**src/dfd_pkg.sv**
```systemverilog
// ----------------------------------------------------------------------------
// dfd_pkg: shared types and constants of the delimited frame deframer
// Byte codes, register indexes and the structs passed between modules.
// ----------------------------------------------------------------------------
package dfd_pkg;

  localparam int BYTE_W = 8;
  localparam int CFG_IDX_W = 1;

  localparam logic [BYTE_W-1:0] ESC_BYTE = 8'h02;
  localparam logic [BYTE_W-1:0] NIBBLE_MASK = 8'h0f;
  localparam logic [BYTE_W-1:0] START_RESET = 8'h01;
  localparam logic [BYTE_W-1:0] END_RESET = 8'h03;

  typedef enum logic [CFG_IDX_W-1:0] {
    CFG_START_MARKER = 1'b0,
    CFG_END_MARKER   = 1'b1
  } cfg_index_t;

  typedef struct packed {
    logic [BYTE_W-1:0] start_marker;
    logic [BYTE_W-1:0] end_marker;
  } cfg_regs_t;

  typedef struct packed {
    logic              emit;
    logic [BYTE_W-1:0] out_byte;
    logic              has_data;
    logic              frame_end;
  } result_t;

endpackage

```
**src/dfd_if.sv**
```systemverilog
// ----------------------------------------------------------------------------
// dfd_if: valid/ready channels of the deframer
// One interface for raw input bytes and one for decoded result items.
// ----------------------------------------------------------------------------
interface dfd_in_if
  import dfd_pkg::*;
();
  logic              valid;
  logic              ready;
  logic [BYTE_W-1:0] in_byte;

  modport source (output valid, output in_byte, input ready);
  modport sink   (input valid, input in_byte, output ready);
endinterface

interface dfd_out_if
  import dfd_pkg::*;
();
  logic              valid;
  logic              ready;
  logic [BYTE_W-1:0] out_byte;
  logic              has_data;
  logic              frame_end;

  modport source (output valid, output out_byte, output has_data, output frame_end,
                  input ready);
  modport sink   (input valid, input out_byte, input has_data, input frame_end,
                  output ready);
endinterface

```
**src/dfd_cfg_regs.sv**
```systemverilog
// ----------------------------------------------------------------------------
// dfd_cfg_regs: marker configuration registers
// Holds the start and end marker values written through the config port.
// ----------------------------------------------------------------------------
module dfd_cfg_regs
  import dfd_pkg::*;
(
  input  logic                 clk,
  input  logic                 rst_n,
  input  logic                 cfg_we,
  input  logic [CFG_IDX_W-1:0] cfg_index,
  input  logic [BYTE_W-1:0]    cfg_wdata,
  output cfg_regs_t            cfg
);

  cfg_regs_t cfg_r;

  always_ff @(posedge clk) begin
    if (!rst_n) begin
      cfg_r.start_marker <= START_RESET;
      cfg_r.end_marker   <= END_RESET;
    end else if (cfg_we) begin
      unique case (cfg_index_t'(cfg_index))
        CFG_START_MARKER: cfg_r.start_marker <= cfg_wdata;
        CFG_END_MARKER:   cfg_r.end_marker   <= cfg_wdata;
        default: ;
      endcase
    end
  end

  assign cfg = cfg_r;

endmodule

```
**src/dfd_decode.sv**
```systemverilog
// ----------------------------------------------------------------------------
// dfd_decode: per-byte framing decision and framing state
// Decides drop or emit for one byte and updates in-frame and escape state.
// ----------------------------------------------------------------------------
module dfd_decode
  import dfd_pkg::*;
(
  input  logic              clk,
  input  logic              rst_n,
  input  logic              fire,
  input  logic [BYTE_W-1:0] byte_in,
  input  cfg_regs_t         cfg,
  output result_t           res
);

  logic in_frame_r, in_frame_nxt;
  logic esc_pend_r, esc_pend_nxt;
  logic is_end, is_start;

  assign is_end   = (byte_in == cfg.end_marker);
  assign is_start = (byte_in == cfg.start_marker);

  always_comb begin
    in_frame_nxt = in_frame_r;
    esc_pend_nxt = esc_pend_r;
    res          = '0;
    priority if (!in_frame_r) begin
      // Hunting for the opening marker; nothing is emitted.
      if (is_start) begin
        in_frame_nxt = 1'b1;
        esc_pend_nxt = 1'b0;
      end
    end else if (esc_pend_r) begin
      // The escaped byte is always data, and may also close the frame.
      esc_pend_nxt  = 1'b0;
      res.emit      = 1'b1;
      res.has_data  = 1'b1;
      res.out_byte  = byte_in & NIBBLE_MASK;
      res.frame_end = is_end;
      if (is_end) begin
        in_frame_nxt = 1'b0;
      end
    end else if (is_end) begin
      in_frame_nxt  = 1'b0;
      res.emit      = 1'b1;
      res.frame_end = 1'b1;
    end else if (is_start) begin
      // A stray start marker inside a frame is dropped.
    end else if (byte_in == ESC_BYTE) begin
      esc_pend_nxt = 1'b1;
    end else begin
      res.emit     = 1'b1;
      res.has_data = 1'b1;
      res.out_byte = byte_in;
    end
  end

  always_ff @(posedge clk) begin
    if (!rst_n) begin
      in_frame_r <= 1'b0;
      esc_pend_r <= 1'b0;
    end else if (fire) begin
      in_frame_r <= in_frame_nxt;
      esc_pend_r <= esc_pend_nxt;
    end
  end

  a_esc_in_frame: assert property (@(posedge clk) disable iff (!rst_n)
    esc_pend_r |-> in_frame_r)
    else $error("escape pending outside a frame");

  a_end_closes: assert property (@(posedge clk) disable iff (!rst_n)
    fire && res.emit && res.frame_end |=> !in_frame_r && !esc_pend_r)
    else $error("frame end result did not close the frame");

  a_nodata_is_end: assert property (@(posedge clk) disable iff (!rst_n)
    res.emit && !res.has_data |-> res.frame_end && (res.out_byte == '0))
    else $error("dataless result that is not a clean frame end");

endmodule

```
**src/delimited_frame_deframer.sv**
```systemverilog
// ----------------------------------------------------------------------------
// delimited_frame_deframer: start/end marker deframer with escape byte
// Strips framing and escapes from a received byte stream.
// ----------------------------------------------------------------------------
// Path: an accepted byte is held in the input register and its decoded
// result in the result register, which drives the output.
// Throughput: one byte per cycle unless the result register is stalled; the
// decode logic between the two registers is three byte compares and a small
// select; a byte with no result passes the input register during a stall.
// Reset (synchronous, rst_n low): both stages empty, no frame open, no
// escape pending, start marker 0x01 and end marker 0x03.
module delimited_frame_deframer
  import dfd_pkg::*;
(
  input  logic                 clk,
  input  logic                 rst_n,
  dfd_in_if.sink               in_ch,
  dfd_out_if.source            out_ch,
  input  logic                 cfg_we,
  input  logic [CFG_IDX_W-1:0] cfg_index,
  input  logic [BYTE_W-1:0]    cfg_wdata
);

  cfg_regs_t         cfg;
  result_t           res;

  // Input register stage.
  logic              s1_valid_r;
  logic [BYTE_W-1:0] s1_byte_r;

  // Result register stage.
  logic              out_valid_r;
  logic [BYTE_W-1:0] out_byte_r;
  logic              out_has_data_r;
  logic              out_frame_end_r;

  logic              out_free;
  logic              s1_advance;
  logic              s1_fire;

  dfd_cfg_regs u_cfg (
    .clk       (clk),
    .rst_n     (rst_n),
    .cfg_we    (cfg_we),
    .cfg_index (cfg_index),
    .cfg_wdata (cfg_wdata),
    .cfg       (cfg)
  );

  dfd_decode u_decode (
    .clk     (clk),
    .rst_n   (rst_n),
    .fire    (s1_fire),
    .byte_in (s1_byte_r),
    .cfg     (cfg),
    .res     (res)
  );

  // The result register can take a new item when it is empty or is being
  // drained this cycle. An item that yields no result never needs it, so it
  // is allowed through regardless; this keeps the framing state moving.
  assign out_free   = !out_valid_r || out_ch.ready;
  assign s1_advance = out_free || !res.emit;
  assign s1_fire    = s1_valid_r && s1_advance;

  // The input register accepts a byte when empty or when its item moves on.
  assign in_ch.ready = !s1_valid_r || s1_advance;

  always_ff @(posedge clk) begin
    if (!rst_n) begin
      s1_valid_r <= 1'b0;
    end else if (in_ch.ready) begin
      s1_valid_r <= in_ch.valid;
    end
  end

  always_ff @(posedge clk) begin
    if (in_ch.ready && in_ch.valid) begin
      s1_byte_r <= in_ch.in_byte;
    end
  end

  always_ff @(posedge clk) begin
    if (!rst_n) begin
      out_valid_r <= 1'b0;
    end else if (out_free) begin
      out_valid_r <= s1_fire && res.emit;
    end
  end

  always_ff @(posedge clk) begin
    if (out_free && s1_fire && res.emit) begin
      out_byte_r      <= res.out_byte;
      out_has_data_r  <= res.has_data;
      out_frame_end_r <= res.frame_end;
    end
  end

  assign out_ch.valid     = out_valid_r;
  assign out_ch.out_byte  = out_byte_r;
  assign out_ch.has_data  = out_has_data_r;
  assign out_ch.frame_end = out_frame_end_r;

  // A held result must not be overwritten by a result-bearing item.
  a_no_overwrite: assert property (@(posedge clk) disable iff (!rst_n)
    out_valid_r && !out_ch.ready && s1_fire |-> !res.emit)
    else $error("result register overwritten while stalled");

  a_empty_ready: assert property (@(posedge clk) disable iff (!rst_n)
    !s1_valid_r |-> in_ch.ready)
    else $error("empty input stage not ready");

  a_result_from_fire: assert property (@(posedge clk) disable iff (!rst_n)
    out_valid_r && !$past(out_valid_r) |-> $past(s1_fire && res.emit))
    else $error("result appeared without a decoded item");

endmodule
```
**src/flat_wrapper.sv**
```systemverilog
// flat-port wrapper written by rule: the top's interface ports become plain ports
module delimited_frame_deframer_flat import dfd_pkg::*;
  (clk, rst_n, cfg_we, cfg_index, cfg_wdata, in_ch_valid, in_ch_in_byte, in_ch_ready, out_ch_valid, out_ch_out_byte, out_ch_has_data, out_ch_frame_end, out_ch_ready);
  dfd_in_if in_ch_i ();
  dfd_out_if out_ch_i ();
  input  logic clk;
  input  logic rst_n;
  input  logic cfg_we;
  input  logic [CFG_IDX_W-1:0] cfg_index;
  input  logic [BYTE_W-1:0] cfg_wdata;
  input wire logic [$bits(in_ch_i.valid)-1:0] in_ch_valid;
  input wire logic [$bits(in_ch_i.in_byte)-1:0] in_ch_in_byte;
  output wire logic [$bits(in_ch_i.ready)-1:0] in_ch_ready;
  output wire logic [$bits(out_ch_i.valid)-1:0] out_ch_valid;
  output wire logic [$bits(out_ch_i.out_byte)-1:0] out_ch_out_byte;
  output wire logic [$bits(out_ch_i.has_data)-1:0] out_ch_has_data;
  output wire logic [$bits(out_ch_i.frame_end)-1:0] out_ch_frame_end;
  input wire logic [$bits(out_ch_i.ready)-1:0] out_ch_ready;
  assign in_ch_i.valid = in_ch_valid;
  assign in_ch_i.in_byte = in_ch_in_byte;
  assign in_ch_ready = in_ch_i.ready;
  assign out_ch_valid = out_ch_i.valid;
  assign out_ch_out_byte = out_ch_i.out_byte;
  assign out_ch_has_data = out_ch_i.has_data;
  assign out_ch_frame_end = out_ch_i.frame_end;
  assign out_ch_i.ready = out_ch_ready;
  delimited_frame_deframer u_core (.clk(clk), .rst_n(rst_n), .in_ch(in_ch_i), .out_ch(out_ch_i), .cfg_we(cfg_we), .cfg_index(cfg_index), .cfg_wdata(cfg_wdata));
endmodule
```
**config.mk**
```make
export PLATFORM = sky130hd
export DESIGN_NAME = delimited_frame_deframer_flat
export DESIGN_NICKNAME = d
export VERILOG_FILES = /design/src/dfd_pkg.sv /design/src/dfd_if.sv /design/src/dfd_cfg_regs.sv /design/src/dfd_decode.sv /design/src/delimited_frame_deframer.sv /design/src/flat_wrapper.sv
export SDC_FILE = /design/constraint.sdc
export NUM_CORES = 1
export LEC_CHECK = 0
export BUFFER_PORTS_ARGS = -buffer_cell sky130_fd_sc_hd__buf_2
export CAP_MARGIN = 25
export CORE_ASPECT_RATIO = 1.4
export CORE_UTILIZATION = 57
export DETAILED_ROUTE_END_ITERATION = 16
export GPL_ROUTABILITY_DRIVEN = 0
export MAX_ROUTING_LAYER = met4
export PLACE_DENSITY = 0.89
export SYNTH_ARGS = -nofsm -noshare
export SYNTH_HDL_FRONTEND = slang
export SYNTH_SLANG_ARGS = --single-unit
```
**constraint.sdc**
```tcl
create_clock -name clk -period 4.93 [get_ports clk]
set_input_delay 0.2465 -clock clk [delete_from_list [all_inputs] [get_ports clk]]
set_output_delay 0.2465 -clock clk [all_outputs]
set_load 0.01 [all_outputs]
```
### Word level (Yosys, flattened, before mapping)

Index checks and enable logic that the tools add are counted.

* flip-flop bits (word level): 38
* input bits: 22
* output and inout bits: 12
* logic and storage cells: 48

* equal/unequal tests: 3
* muxes and demuxes: 16
* bitwise logic cells: 2
* reductions and logical operators: 16

Operators by type and width (number)
* $mux W11: 2
* $mux W10: 2
* $eq A8 B8 Y1: 2
* $mux W1: 11
* $mux W9: 1
* $eq A8 B2 Y1 const B: 1
* $reduce_and A2 Y1: 3
* $logic_and A1 B1 Y1: 5
* $reduce_or A5 Y1: 1
* $logic_not A1 Y1: 3
* $logic_or A1 B1 Y1: 3
* $not A1 Y1: 2
* $reduce_bool A2 Y1: 1

### Depth between registers and ports, before layout

* word-level depth: 11
* mapped depth: 5
* mapped depth without buffers: 5

### Hierarchy

From an unflattened synthesis, not the netlist that was laid out.

* cell total of the unflattened synthesis: 148
* area, all modules: 1727.9 µm²

By module, submodules not included
* delimited_frame_deframer: times used 1, cells an instance 30, area each 658.1 µm²
* dfd_cfg_regs: times used 1, cells an instance 65, area each 638.1 µm²
* dfd_decode: times used 1, cells an instance 53, area each 431.7 µm²

### Worst setup path before layout

No wires, ideal clock.

* kind: register to register
* start: reg u_core.s1_byte_r[6]
* end: reg u_core.out_frame_end_r (netlist: u_core.out_ch.frame_end), enable pin
* arrival: 1.979 ns
* slack: 2.561 ns
* stages on the path, launching flop included: 6
* buffers on the path: 0
* cells stage by stage: edfxtp_1 -> xor2_1 -> nor4_1 -> and2_2 -> a211oi_4 -> nor3_1

* longest elaborated chain between the ends: 11
* elaborated cells on any way between the ends: 13
* classes of those cells: eq/ne: 3; mux: 5; reduce/logical: 5

Ends and longest elaborated chain
* from (decl): line delimited_frame_deframer.sv:29 `logic [BYTE_W-1:0] s1_byte_r;`
* from (signal assigned): line delimited_frame_deframer.sv:79 `s1_byte_r <= in_ch.in_byte;`
* $eq A8 B2 Y1: line dfd_decode.sv:49 `end else if (byte_in == ESC_BYTE) begin`
* $mux W10: line dfd_decode.sv:49
* $mux W10: line dfd_decode.sv:47 `end else if (is_start) begin`
* $mux W1 (*): line dfd_decode.sv:43 `end else if (is_end) begin`
* $mux W11 (*): line dfd_decode.sv:33 `end else if (esc_pend_r) begin`
* $mux W11 (*): line dfd_decode.sv:27 `priority if (!in_frame_r) begin`
* $logic_not A1 Y1: line delimited_frame_deframer.sv:63 `assign s1_advance = out_free || !res.emit;`
* $logic_or A1 B1 Y1: line delimited_frame_deframer.sv:63
* $logic_and A1 B1 Y1: line delimited_frame_deframer.sv:64 `assign s1_fire = s1_valid_r && s1_advance;`
* $logic_and A1 B1 Y1: line delimited_frame_deframer.sv:92 `if (out_free && s1_fire && res.emit) begin`
* $logic_and A1 B1 Y1 (*): line delimited_frame_deframer.sv:92
* to (signal assigned): line delimited_frame_deframer.sv:95 `out_frame_end_r <= res.frame_end;`
* to (decl): line delimited_frame_deframer.sv:35 `logic out_frame_end_r;`

Every way passes the cells marked *; elsewhere a longest branch is shown, timed or not.
A chain may end at the register's enable or synchronous reset.

### Final worst setup path

* start: reg u_core.s1_byte_r[5]
* end: out in_ch_ready

* longest elaborated chain between the ends: 9
* elaborated cells on any way between the ends: 11
* classes of those cells: eq/ne: 3; mux: 5; reduce/logical: 3

Ends and longest elaborated chain
* $eq A8 B2 Y1: line dfd_decode.sv:49
* $mux W10: line dfd_decode.sv:49
* $mux W10: line dfd_decode.sv:47
* $mux W1 (*): line dfd_decode.sv:43
* $mux W11 (*): line dfd_decode.sv:33
* $mux W11 (*): line dfd_decode.sv:27
* $logic_not A1 Y1 (*): line delimited_frame_deframer.sv:63
* $logic_or A1 B1 Y1 (*): line delimited_frame_deframer.sv:63
* $logic_or A1 B1 Y1 (*): line delimited_frame_deframer.sv:67 `assign in_ch.ready = !s1_valid_r || s1_advance;`
* to (decl): line flat_wrapper.sv:13 `output wire logic [$bits(in_ch_i.ready)-1:0] in_ch_ready;`

Marked as above.

==> reports/qor.yml <==
synth:
  synth_top_family_by_area: "simple AND/OR/NAND/NOR gates"
  yosysWarnings: 0
  synthXorXnorAreaFrac: 0.08615
  synth_fa_ha_area_frac: 0
  avgSynthCellArea_um2: 10.17
  synth_cell_types: 31
  synth_ff_type: "dfxtp_1"
  synth-edff-count: 18
  syn-instance-count: 160
  synth_area_leader_cell: "edfxtp_1"
  syn_nets: 182
  yosys-top-cells-area: "edfxtp_1 33%, dfxtp_1 25%, nand2_1 9.9%"
  synth-seq-cells: 38
  synth_compound_area_frac: 0.1085
  synth_mux_area_frac: 0
  syn-cell-area_um2: 1627
  synth.top_cell.area_share: 0.3323
  async_flop_share: 0
  synth-simple-area-share: 0.2085
  ys_seq_area_frac: 0.5785
detailed_routing:
  drtIter0Drc: 21
  drcViolationCount: 0
  routed_wl_um: 3325
  via_per_inst: 5.547
  vias: 1287
  dr.pass1.iters: 5
  wl_per_cell_um: 14.33
  ant_nets: 0
timing:
  tightest_slew_ns: 0.6253
  finalHoldViolCount: 0
  setup_viol: 0
  slew_viol_final: 0
  min_period_over_period: 0.5183
  setup_tns_ns: 0
  period_needed_ns: 2.555
  clock.fmax_mhz: 391.4
  slew_headroom: 0.5793
  rsz0062_at_grt: "false"
  finClkSkew_ns: 0.006337
place:
  place.port_buffers: 33
  dp_hpwl_um: 2556
worst_setup_path:
  required_ns: 4.68
  cp_top_family: "simple AND/OR/NAND/NOR gates"
  path_max_fanout: 5
  critPathKind: "reg -> out"
  worst_ep_arrival_time_ns: 2.31
  crit_cells: 6
  worst_path_max_delay_cell: "or4_4"
  path_cells: "xnor2_1 -> nand2_1 -> or4_4 -> a211oi_4 -> or3_1 -> buf_2"
  end_kind: "output pin"
  critical-path-max-stage-delay_ns: 0.57
  crit_path_start_kind: "register"
  reg2reg_depth: 5
  critPathBufInv: 1
power_and_ir_drop:
  p_total_mw: 0.5639
  power_density_nw_per_um2: 299.5
  p_leak_nw: 0.7621
  irDropWorstVdd_uv: 230.1
finish:
  layout.nets: 217
  final_common_cell: "nand2_1"
  diodes: 0
  final_util: 0.7052
  syn_to_final_growth_pct: 15.77
  regArea_um2: 940.9
  drive_gt1_frac: 0.2347
  fillers: 208
  final_cell_mix: "43 x nand2_1, 34 x buf_2, 20 x dfxtp_1"
  multi_input_area_um2: 655.6
min_path:
  hold-path-cell-count: 1
  hold_path_class: "in -> reg"
cts:
  cts.htree.levels: 2
  clock-sinks: 38
  cts_tree: "built"
  postCtsSetupRepairBufs: 0
  clk_pin_slew_worst_paths_ns: 0.11
  cts-buffers-inserted: 5
  clock_path_buffers: 2
  cts_resized: 0
  cts_root_buffer: "clkbuf_4"
  cts_hold_buf: 0
  worstSkewPairLatency_ns: 0.34
grt:
  grt_max_degree: 18
  track_usage: 0.2662
  antenna_found_initial: 0
  grt_first_pass_wirelength_um: 5602
  grt_pass1_vias: 1242
  overflow: 0
floorplanning:
  ios: 34
  core.rowCount: 22
  die_y_um: 65.21
  core_um2: 2670
  die-area_um2: 3074
  die_width_um: 47.15
  start_util: 0.6092
status:
  status: "complete, no violations"
flow_run:
  cap_violations: 0
-- state kept, by name, indices dropped and copies added (netlist names) --
signal,cells
u_core.u_decode.esc_pend_r,1
u_core.out_ch.valid,1
u_core.out_ch.out_byte,8
u_core.u_cfg.cfg,16
u_core.out_ch.frame_end,1
u_core.s1_valid_r,1
u_core.out_ch.has_data,1
u_core.s1_byte_r,8
u_core.u_decode.in_frame_r,1
-- through the flow --
stage / setup slack, ns / hold WS [ns] / instances / area [um^2]
6_report: 2.375 / 0.06961 / 232 / 1883
5_1_grt: 2.303 / 0.06190 / 232 / 1883
4_1_cts: 2.377 / 0.06030 / 232 / 1883
3_3_place_gp: 2.354 / 0.4227 / 223 / 1814
2_1_floorplan: 2.561 / 0.3183 / 160 / 1627
3_5_place_dp: 2.623 / 0.4246 / 224 / 1819
-- synthesized netlist by cell type, types with 2 or more instances --
| cell type | number |
|---|---|
| a21oi_1 | 13 |
| a31oi_1 | 2 |
| and2_1 | 5 |
| clkbuf_1 | 5 |
| dfxtp_1 | 20 |
| edfxtp_1 | 18 |
| nand2_1 | 43 |
| nand2b_1 | 2 |
| nand3_1 | 4 |
| nor2_1 | 5 |
| nor2b_1 | 2 |
| nor3_1 | 2 |
| nor4_1 | 5 |
| o211a_1 | 3 |
| xnor2_1 | 8 |
| xor2_1 | 8 |
-- kinds of logic after synthesis --
family	Yosys count
simple gates	73
xor+xnor	16
compound gates	25
buf+inv	8
flops	38
-- metal layers --
layer	up-vias	global-route usage	routed length [um]
li1	623	-	-
met1	593	0.2929	1182
met2	58	0.4410	1848
met3	13	0.04396	156
met4	0	0.1429	138
met5	-	-	0
-- layout make-up --
cell class	instances	area share
clock buffers	6	0.02724
flip-flops and latches	38	0.4997
well taps	36	0.02392
multi-input cells	114	0.3482
clock inverters	2	0.006645
repair buffers	34	0.09037
inverters	2	0.003987
-- where the power goes --
part	switching (mW)	internal, mW	leakage, nW
clock	0.101	0.0686	0.0343
sequential	0.0110	0.340	0.340
combinational	0.0234	0.0198	0.388
-- path summary, 6_finish.rpt --
check | to | from | slack (ns)
worst min register to register | u_core.u_cfg.cfg[9]$_SDFFE_PN0P_ | u_core.u_cfg.cfg[9]$_SDFFE_PN0P_ | 0.48
worst min-delay path | u_core.s1_byte_r[7]$_DFFE_PP_ | in_ch_in_byte[7] | 0.07
worst max register to register | u_core.s1_byte_r[1]$_DFFE_PP_ | u_core.s1_byte_r[5]$_DFFE_PP_ | 2.60
worst max-delay path | in_ch_ready | u_core.s1_byte_r[5]$_DFFE_PP_ | 2.37
Power figures use the tool's default switching activity.
